## src/rtl/ecsz_pkg.sv

```systemverilog
package ecsz_pkg;

  localparam int unsigned OrderLen = 19;
  localparam int unsigned IdxW     = 5;

  typedef struct packed {
    logic [2:0] n;
    logic [1:0] l;
    logic [3:0] cap;
  } sub_t;

  function automatic sub_t order_entry(input logic [IdxW-1:0] idx);
    sub_t s;
    s = '0;
    unique case (idx)
      5'd0:  s = '{3'd1, 2'd0, 4'd2};
      5'd1:  s = '{3'd2, 2'd0, 4'd2};
      5'd2:  s = '{3'd2, 2'd1, 4'd6};
      5'd3:  s = '{3'd3, 2'd0, 4'd2};
      5'd4:  s = '{3'd3, 2'd1, 4'd6};
      5'd5:  s = '{3'd4, 2'd0, 4'd2};
      5'd6:  s = '{3'd3, 2'd2, 4'd10};
      5'd7:  s = '{3'd4, 2'd1, 4'd6};
      5'd8:  s = '{3'd5, 2'd0, 4'd2};
      5'd9:  s = '{3'd4, 2'd2, 4'd10};
      5'd10: s = '{3'd5, 2'd1, 4'd6};
      5'd11: s = '{3'd6, 2'd0, 4'd2};
      5'd12: s = '{3'd4, 2'd3, 4'd14};
      5'd13: s = '{3'd5, 2'd2, 4'd10};
      5'd14: s = '{3'd6, 2'd1, 4'd6};
      5'd15: s = '{3'd7, 2'd0, 4'd2};
      5'd16: s = '{3'd5, 2'd3, 4'd14};
      5'd17: s = '{3'd6, 2'd2, 4'd10};
      5'd18: s = '{3'd7, 2'd1, 4'd6};
      default: s = '0;
    endcase
    return s;
  endfunction

  // Exception layout count at a position; the rest of each layout matches the order.
  function automatic logic [3:0] exc_count(input logic [1:0] e, input logic [IdxW-1:0] idx,
                                           input logic [3:0] cap);
    logic [3:0] c;
    c = cap;
    unique case (e)
      2'd0: if (idx == 5'd5) c = 4'd1; else if (idx == 5'd6) c = 4'd5;
      2'd1: if (idx == 5'd5) c = 4'd1;
      2'd2: if (idx == 5'd8) c = 4'd1; else if (idx == 5'd9) c = 4'd4;
      2'd3: if (idx == 5'd5 || idx == 5'd8) c = 4'd1; else if (idx == 5'd9) c = 4'd5;
      default: c = cap;
    endcase
    return c;
  endfunction

  // Sigma weight of one subshell in twentieths per electron (same group handled apart).
  function automatic logic [4:0] shield_wt(input logic [2:0] sn, input logic [1:0] sl,
                                           input logic [2:0] tn, input logic [1:0] tl);
    logic [4:0] w;
    logic [3:0] tn4;
    w = 5'd0;
    tn4 = {1'b0, tn};
    if (tl <= 2'd1) begin
      if (sn == tn) w = (sl <= 2'd1) ? 5'd0 : 5'd20;
      else if ({1'b0, sn} + 4'd1 == tn4) w = (sl <= 2'd1) ? 5'd17 : 5'd20;
      else if ({1'b0, sn} + 4'd2 <= tn4) w = 5'd20;
    end else begin
      if (sn < tn || (sn == tn && sl < tl)) w = 5'd20;
    end
    return w;
  endfunction

  function automatic logic is_same(input logic [2:0] sn, input logic [1:0] sl,
                                   input logic [2:0] tn, input logic [1:0] tl);
    return (tl <= 2'd1) ? (sn == tn && sl <= 2'd1) : (sn == tn && sl == tl);
  endfunction

endpackage

```

## src/rtl/electron_config_slater_zeff.sv

```systemverilog
// Builds the aufbau configuration of an atom or ion and its Slater Zeff. One input beat
// yields one output beat per filled subshell (up to 19), in filling order; the last beat
// carries sigma (twentieths) and Zeff (thousandths). A bare nucleus yields a single beat.
// Timing: an accepted item waits in the input register and loads into the sequencer; the
// sequencer then walks one subshell per cycle, while the shielding stage can take a beat,
// into the shielding stage, and the output register then takes each beat. A bare nucleus
// skips the sequencer and loads straight into the shielding stage. The next item is
// accepted while the sequencer works and loads once the sequencer is idle and the
// shielding stage can take a beat; bare nuclei are paced by the input register, which
// accepts a new item only while it is empty. Output stalls hold every stage
// and, through the input register, raise stall_o.
module electron_config_slater_zeff (
  input  logic        clk_i,
  input  logic        rst_ni,
  input  logic        valid_i,
  output logic        stall_o,
  input  logic [6:0]  atomic_number_i,
  input  logic [7:0]  charge_state_i,
  input  logic [2:0]  target_n_i,
  input  logic [1:0]  target_l_i,
  output logic        valid_o,
  input  logic        stall_i,
  output logic [2:0]  shell_n_o,
  output logic [1:0]  shell_l_o,
  output logic [3:0]  electron_count_o,
  output logic        bare_nucleus_o,
  output logic        exception_used_o,
  output logic [11:0] sigma_twentieths_o,
  output logic [16:0] zeff_milli_o,
  output logic        last_o
);
  import ecsz_pkg::*;

  logic       load;
  logic       front_busy;
  logic [6:0] z_w;
  logic [7:0] ne_w;
  logic [2:0] tn_w;
  logic [1:0] tl_w;
  logic       exc_w;
  logic [1:0] sel_w;

  // Sequencer state.
  logic             busy_q, busy_d;
  logic [IdxW-1:0]  idx_q;
  logic [7:0]       left_q;
  logic [6:0]       z_q;
  logic [2:0]       tn_q;
  logic [1:0]       tl_q;
  logic             exc_q;
  logic [1:0]       sel_q;
  logic [11:0]      acc_q;
  logic             seen_q;

  // Shielding stage: one subshell beat with its running sigma sum.
  logic             a_valid_q, a_valid_d;
  logic [2:0]       a_n_q;
  logic [1:0]       a_l_q;
  logic [3:0]       a_cnt_q;
  logic             a_bare_q, a_exc_q, a_last_q, a_seen_q;
  logic [11:0]      a_acc_q;
  logic [6:0]       a_z_q;
  logic [2:0]       a_f_q;

  // Output register.
  logic             ovalid_q, ovalid_d;
  logic [2:0]       n_q;
  logic [1:0]       l_q;
  logic [3:0]       cnt_q;
  logic             bare_q, excu_q, last_q;
  logic [11:0]      sig_q;
  logic [16:0]      zf_q;

  sub_t        ent;
  logic [3:0]  cnt;
  logic [7:0]  left_d;
  logic        fin, same_hit;
  logic [4:0]  wt, wsel;
  logic [2:0]  factor;
  logic [11:0] acc_d;
  logic        seen_d;
  logic        step, a_free, b_free;
  logic [11:0] sig_w;
  logic [17:0] zf_full;

  ecsz_front u_front (
    .clk_i, .rst_ni, .valid_i, .stall_o,
    .atomic_number_i, .charge_state_i, .target_n_i, .target_l_i,
    .load_o(load), .busy_i(front_busy),
    .z_o(z_w), .ne_o(ne_w), .tn_o(tn_w), .tl_o(tl_w), .exc_o(exc_w), .exc_sel_o(sel_w)
  );

  assign b_free     = !ovalid_q || !stall_i;
  assign a_free     = !a_valid_q || b_free;
  // Hold the next item until the sequencer is idle and the shielding stage can take a beat.
  assign front_busy = busy_q || !a_free;
  assign step       = busy_q && a_free;

  // Walk the filling order one subshell a cycle while the shielding stage is free. Same-group
  // electrons are summed at the group factor; the first one is taken back in the shielding stage.
  always_comb begin
    ent = order_entry(idx_q);
    if (exc_q) cnt = exc_count(sel_q, idx_q, ent.cap);
    else cnt = (left_q < {4'd0, ent.cap}) ? left_q[3:0] : ent.cap;
    left_d = left_q - {4'd0, cnt};
    if (exc_q) fin = (sel_q[1] ? (idx_q == 5'd9) : (idx_q == 5'd6));
    else fin = (left_d == 8'd0) || (idx_q == 5'(OrderLen - 1));
    same_hit = is_same(ent.n, ent.l, tn_q, tl_q);
    wt = shield_wt(ent.n, ent.l, tn_q, tl_q);
    factor = (tn_q == 3'd1 && tl_q <= 2'd1) ? 3'd6 : 3'd7;
    wsel = same_hit ? {2'b00, factor} : wt;
    acc_d = acc_q + {7'd0, wsel} * {8'd0, cnt};
    seen_d = seen_q || (same_hit && cnt != 4'd0);
  end

  // Handshake between the stages.
  always_comb begin
    busy_d = busy_q;
    if (load && ne_w != 8'd0) busy_d = 1'b1;
    else if (step && fin) busy_d = 1'b0;
    a_valid_d = a_valid_q && !b_free;
    if ((load && ne_w == 8'd0) || step) a_valid_d = 1'b1;
    ovalid_d = b_free ? a_valid_q : 1'b1;
  end

  // Finish shielding: drop one same-group electron, then Zeff = 1000 Z - 50 sigma.
  always_comb begin
    sig_w = a_acc_q - (a_seen_q ? {9'd0, a_f_q} : 12'd0);
    zf_full = {11'd0, a_z_q} * 18'd1000 - {6'd0, sig_w} * 18'd50;
  end

  always_ff @(posedge clk_i or negedge rst_ni) begin
    if (!rst_ni) begin
      busy_q    <= 1'b0;
      a_valid_q <= 1'b0;
      ovalid_q  <= 1'b0;
    end else begin
      busy_q    <= busy_d;
      a_valid_q <= a_valid_d;
      ovalid_q  <= ovalid_d;
    end
  end

  always_ff @(posedge clk_i) begin
    if (load) begin
      idx_q <= '0; left_q <= ne_w; z_q <= z_w; tn_q <= tn_w; tl_q <= tl_w;
      exc_q <= exc_w; sel_q <= sel_w; acc_q <= '0; seen_q <= 1'b0;
    end else if (step) begin
      idx_q <= idx_q + 5'd1; left_q <= left_d; acc_q <= acc_d; seen_q <= seen_d;
    end
  end

  always_ff @(posedge clk_i) begin
    if (load && ne_w == 8'd0) begin
      // Bare nucleus: a single beat straight into the shielding stage.
      a_n_q <= '0; a_l_q <= '0; a_cnt_q <= '0; a_bare_q <= 1'b1; a_exc_q <= 1'b0;
      a_last_q <= 1'b1; a_acc_q <= '0; a_seen_q <= 1'b0; a_z_q <= z_w; a_f_q <= 3'd7;
    end else if (step) begin
      a_n_q <= ent.n; a_l_q <= ent.l; a_cnt_q <= cnt; a_bare_q <= 1'b0; a_exc_q <= exc_q;
      a_last_q <= fin; a_acc_q <= acc_d; a_seen_q <= seen_d; a_z_q <= z_q; a_f_q <= factor;
    end
  end

  always_ff @(posedge clk_i) begin
    if (a_valid_q && b_free) begin
      n_q <= a_n_q; l_q <= a_l_q; cnt_q <= a_cnt_q; bare_q <= a_bare_q; excu_q <= a_exc_q;
      last_q <= a_last_q;
      sig_q <= a_last_q ? sig_w : 12'd0;
      zf_q <= !a_last_q ? 17'd0 : (zf_full[17] || zf_full == 18'd0) ? 17'd1 : zf_full[16:0];
    end
  end

  assign valid_o = ovalid_q;
  assign shell_n_o = n_q;
  assign shell_l_o = l_q;
  assign electron_count_o = cnt_q;
  assign bare_nucleus_o = bare_q;
  assign exception_used_o = excu_q;
  assign sigma_twentieths_o = sig_q;
  assign zeff_milli_o = zf_q;
  assign last_o = last_q;

  a_bare_last: assert property (@(posedge clk_i) disable iff (!rst_ni)
    valid_o && bare_nucleus_o |-> last_o) else $error("bare beat not last");
  a_zeff_pos: assert property (@(posedge clk_i) disable iff (!rst_ni)
    valid_o && last_o |-> zeff_milli_o != 17'd0) else $error("zeff zero");
  a_hold: assert property (@(posedge clk_i) disable iff (!rst_ni)
    valid_o && stall_i |=> valid_o && $stable(last_o)) else $error("beat lost");
endmodule

```

## src/rtl/ecsz_front.sv

```systemverilog
module ecsz_front (
  input  logic       clk_i,
  input  logic       rst_ni,
  input  logic       valid_i,
  output logic       stall_o,
  input  logic [6:0] atomic_number_i,
  input  logic [7:0] charge_state_i,
  input  logic [2:0] target_n_i,
  input  logic [1:0] target_l_i,
  output logic       load_o,
  input  logic       busy_i,
  output logic [6:0] z_o,
  output logic [7:0] ne_o,
  output logic [2:0] tn_o,
  output logic [1:0] tl_o,
  output logic       exc_o,
  output logic [1:0] exc_sel_o
);
  import ecsz_pkg::*;

  logic [8:0] ne_w;
  logic       full_q;
  logic [6:0] z_q;
  logic [7:0] ne_q;
  logic [2:0] tn_q;
  logic [1:0] tl_q;
  logic       exc_q;
  logic [1:0] sel_q;

  assign ne_w = {2'b00, atomic_number_i} - {charge_state_i[7], charge_state_i};
  assign stall_o = full_q;
  assign load_o  = full_q && !busy_i;

  always_ff @(posedge clk_i or negedge rst_ni) begin
    if (!rst_ni) begin
      full_q <= 1'b0;
    end else if (valid_i && !full_q) begin
      full_q <= 1'b1;
    end else if (load_o) begin
      full_q <= 1'b0;
    end
  end

  always_ff @(posedge clk_i) begin
    if (valid_i && !full_q) begin
      z_q  <= atomic_number_i;
      ne_q <= ne_w[8] ? 8'd0 : ne_w[7:0];
      tn_q <= target_n_i;
      tl_q <= target_l_i;
      exc_q <= (charge_state_i == 8'd0) && (atomic_number_i == 7'd24 ||
               atomic_number_i == 7'd29 || atomic_number_i == 7'd41 ||
               atomic_number_i == 7'd42);
      sel_q <= (atomic_number_i == 7'd24) ? 2'd0 : (atomic_number_i == 7'd29) ? 2'd1 :
               (atomic_number_i == 7'd41) ? 2'd2 : 2'd3;
    end
  end

  assign z_o = z_q;
  assign ne_o = ne_q;
  assign tn_o = tn_q;
  assign tl_o = tl_q;
  assign exc_o = exc_q;
  assign exc_sel_o = sel_q;
endmodule

```

## config.mk

```make
export PLATFORM = sky130hd
export DESIGN_NAME = electron_config_slater_zeff
export DESIGN_NICKNAME = d
export VERILOG_FILES = /design/src/rtl/ecsz_pkg.sv /design/src/rtl/electron_config_slater_zeff.sv /design/src/rtl/ecsz_front.sv
export SDC_FILE = /design/constraint.sdc
export NUM_CORES = 1
export LEC_CHECK = 0
export ABC_AREA = 0
export BUFFER_PORTS_ARGS = -buffer_cell sky130_fd_sc_hd__buf_2
export CORE_MARGIN = 2
export CORE_UTILIZATION = 60
export DETAILED_ROUTE_END_ITERATION = 8
export PLACE_DENSITY = 0.89
export SYNTH_ARGS = -nofsm -noshare
export SYNTH_HDL_FRONTEND = slang
export SYNTH_SLANG_ARGS = --single-unit
export TNS_END_PERCENT = 50
```

## constraint.sdc

```tcl
create_clock -name clk_i -period 9.3 [get_ports clk_i]
set_input_delay 0.93 -clock clk_i [delete_from_list [all_inputs] [get_ports clk_i]]
set_output_delay 0.93 -clock clk_i [all_outputs]
set_load 0.02 [all_outputs]
```

==> key figures <==
Routing
  • Final ANT Viol Nets: 0
  • Violation count after the first detailed-routing iteration: approximately 630
  • DR pass1 iterations: 6
  • Final WL: approximately 22,000 um
  • Routed via count: 8,012
  • # DRC: 0
  • Wire per inst: roughly 16 um
  • Via density: just under 6

Timing
  • Worst slew pin tran: between 1000 and 1500 ps
  • Post-layout minimum cycle time: just under 7000 ps
  • Fin crit share: 0.727
  • Setup violations, final: 0
  • Max Freq: 148 MHz
  • Fin Setup TNS: 0 ps
  • Post-Route Skew: 15.9 ps
  • Final worst-path setup slack: 2540 ps
  • Slew Limit Fails: 0
  • Worst slew margin: 0.241
  • Final Hold Viols: 0
  • Unrepaired setup endpoints after global routing: no

Die
  • Die width: roughly 140 um
  • Ports: 67
  • Initial core utilization: 0.616
  • Floorplan core area: between 15,000 and 20,000 um^2
  • Die area: 18,800 um^2
  • # rows: 48
  • Die Ht: approximately 140 um

Cells and area
  • Layout Utilization: 0.681
  • Share of cells above drive strength 1: 0.118
  • Most common cell after layout, fill and taps aside: ha_1
  • Commonest cells after routing, fill and taps aside: ha_1 (143), inv_1 (128), edfxtp_1 (94)
  • Total Nets Final: 1,331
  • Final Cell Area: 11,800 um^2
  • Fill count: approximately 1,300
  • Area grow syn2layout: 10.7%
  • Diodes inserted: 0

Synthesis
  • Post-synth ARST share: 0.0270
  • Post-synthesis cell type count: between 70 and 80
  • Post-Syn Nets: ~1,300
  • Synth warnings: 0
  • EDFF count, synth: 94
  • Synth Register Bits: between 100 and 150
  • Synth Flop Type: edfxtp_1
  • Syn Std Cell Area: ~11,000 um^2
  • Mapped Avg Cell Area: between 10 and 15 um^2
  • Synthesized instance count: roughly 1,100
  • Post-synthesis sequential area ratio: 0.369

Global routing
  • Global route overflow: 0
  • First-pass GRT wire length: roughly 37,000 um
  • Vias in the first global route: 7,955
  • Largest net degree at the start of global routing: 34
  • Initial antenna violation count: 0
  • Total GRT Usage: 0.250

Run status
  • Status: finished, final reports clean

Clock tree
  • Clk_lat worst skew: 450 ps
  • Deepest clock path buffer count: 2
  • CTS root buf: clkbuf_16
  • # Post-CTS Setup Buffers: 0
  • H-tree depth: 4
  • Hold-fix buffers at CTS: 0
  • CTS tree: built
  • Sink Count: between 100 and 150
  • TritonCTS buffer count: 17
  • Post-CTS resize count: 0
  • Clock transition at path regs: about 60 ps

Worst hold path
  • HP Class: input port to async pin

Critical path
  • CP arrival: between 6000 and 7000 ps
  • Startpoint types: flop
  • Crit. End Element: flop
  • Setup CP Type: flop to flop
  • WP data required: 9480 ps
  • Crit-path max FO: 14

Placed design
  • Dpl ws: between 2000 and 3000 ps
  • Post-detail-place hpwl: between 15,000 and 20,000 um
  • Placement Cell Area: approximately 11,000 um^2
  • GPL Wtd Cong: between 0.9 and 1
  • Port Buffers: 66

Run
  • Total of max-cap violations: 0
cell usage after synthesis, types with 5 or more instances:
master	count	area, um^2
mux2_2	9	101
o211ai_1	5	37.5
o21a_1	6	45.0
nand2_1	79	297
xor2_1	32	280
dfxtp_1	50	1000
mux2i_1	5	50.1
a21o_1	29	218
nor2_1	78	293
ha_1	143	1790
nor2b_1	23	144
xnor2_1	41	359
nand3_1	13	65.1
a211oi_1	5	37.5
and2_1	12	75.1
nor3_1	13	65.1
o22ai_1	17	106
o21ai_0	42	210
a31oi_1	9	56.3
a21oi_1	46	230
and3_1	7	43.8
nand3b_1	6	45.0
edfxtp_1	94	2820
nand2b_1	14	87.6
clkbuf_1	15	56.3
inv_1	128	480
fa_1	37	741
a22o_1	6	52.6
or2_2	7	43.8
per-layer routing:
layer | vias up | global-route usage | part of all wire
met2 | 301 | 0.435 | 0.50
met5 | - | 0 | 0
li1 | 3825 | - | -
met1 | 3822 | 0.306 | 0.41
met3 | 64 | 0.0493 | 0.062
met4 | 0 | 0.0997 | 0.029
through the flow:
| step | instances | hold slack, ps |
|---|---|---|
| floorplan | 1059 | 400 |
| global placement | 1333 | 403 |
| detailed placement | 1333 | 405 |
| CTS | 1365 | 290 |
| global route | 1365 | 287 |
| finish | 1365 | 301 |
final cells by class:
| cell class | instances | area [um^2] | area share |
|---|---|---|---|
| multi-input cells | 759 | 6150 | 0.522 |
| clock inverters | 11 | 88.8 | 0.00754 |
| inverters | 130 | 488 | 0.0414 |
| clock buffers | 21 | 482 | 0.0409 |
| well taps | 225 | 282 | 0.0239 |
| repair buffers | 71 | 368 | 0.0312 |
| flip-flops and latches | 148 | 3920 | 0.333 |
logic make-up (layout without fill, tap and decap cells):
logic type,Yosys count,count (layout),synth area share
simple gates,286,286,0.134
flops,148,148,0.369
xor+xnor,74,74,0.0622
fa+ha+maj,180,180,0.238
mux,15,15,0.0163
compound gates,204,204,0.127
buf+inv,152,233,0.0549
worst max-delay path: stages (launching register included):
cell	delay, ps
dfxtp_1	320
and2_1	150
ha_1	140
inv_1	50
fa_1	420
a211oi_1	420
xor2_1	400
ha_1	320
ha_1	270
inv_1	50
fa_1	490
inv_1	40
ha_1	330
inv_1	110
o21bai_1	110
a221oi_1	330
o21ai_0	200
nor2_1	140
xor2_1	190
ha_1	310
and2_1	190
a221o_1	350
nor3_2	190
o31ai_2	100
a31oi_1	210
xnor3_1	310
nand2_2	250
nor3_1	100
state kept, by name, summed over array words and instances, names as in the netlist, 6 cells and up:
register            count
u_front.ne_o            8
zeff_milli_o           17
sigma_twentieths_o     12
left_q                  8
ent                     6
acc_q                  12
z_q                     7
u_front.z_o             7
a_acc_q                12
a_z_q                   7
path summary, 6_finish.rpt:
kind	slack [ps]	to	start	cells past startpoint
max in group asynchronous	8860	valid_o$_DFF_PN0_	rst_ni	1
hold / removal	300	u_front.stall_o$_DFFE_PN0P_	rst_ni	1
min in group clk_i	420	exc_q$_DFFE_PP_	u_front.exc_o$_DFFE_PP_	0
setup / recovery	2540	zeff_milli_o[5]$_SDFFCE_PP0P_	a_seen_q$_SDFFE_PP0P_	27
hold reg to reg	420	exc_q$_DFFE_PP_	u_front.exc_o$_DFFE_PP_	0
setup reg to reg	2540	zeff_milli_o[5]$_SDFFCE_PP0P_	a_seen_q$_SDFFE_PP0P_	27
Power is not shown: default switching activity piles up to over one toggle a cycle in this logic, so the estimate is an artifact.
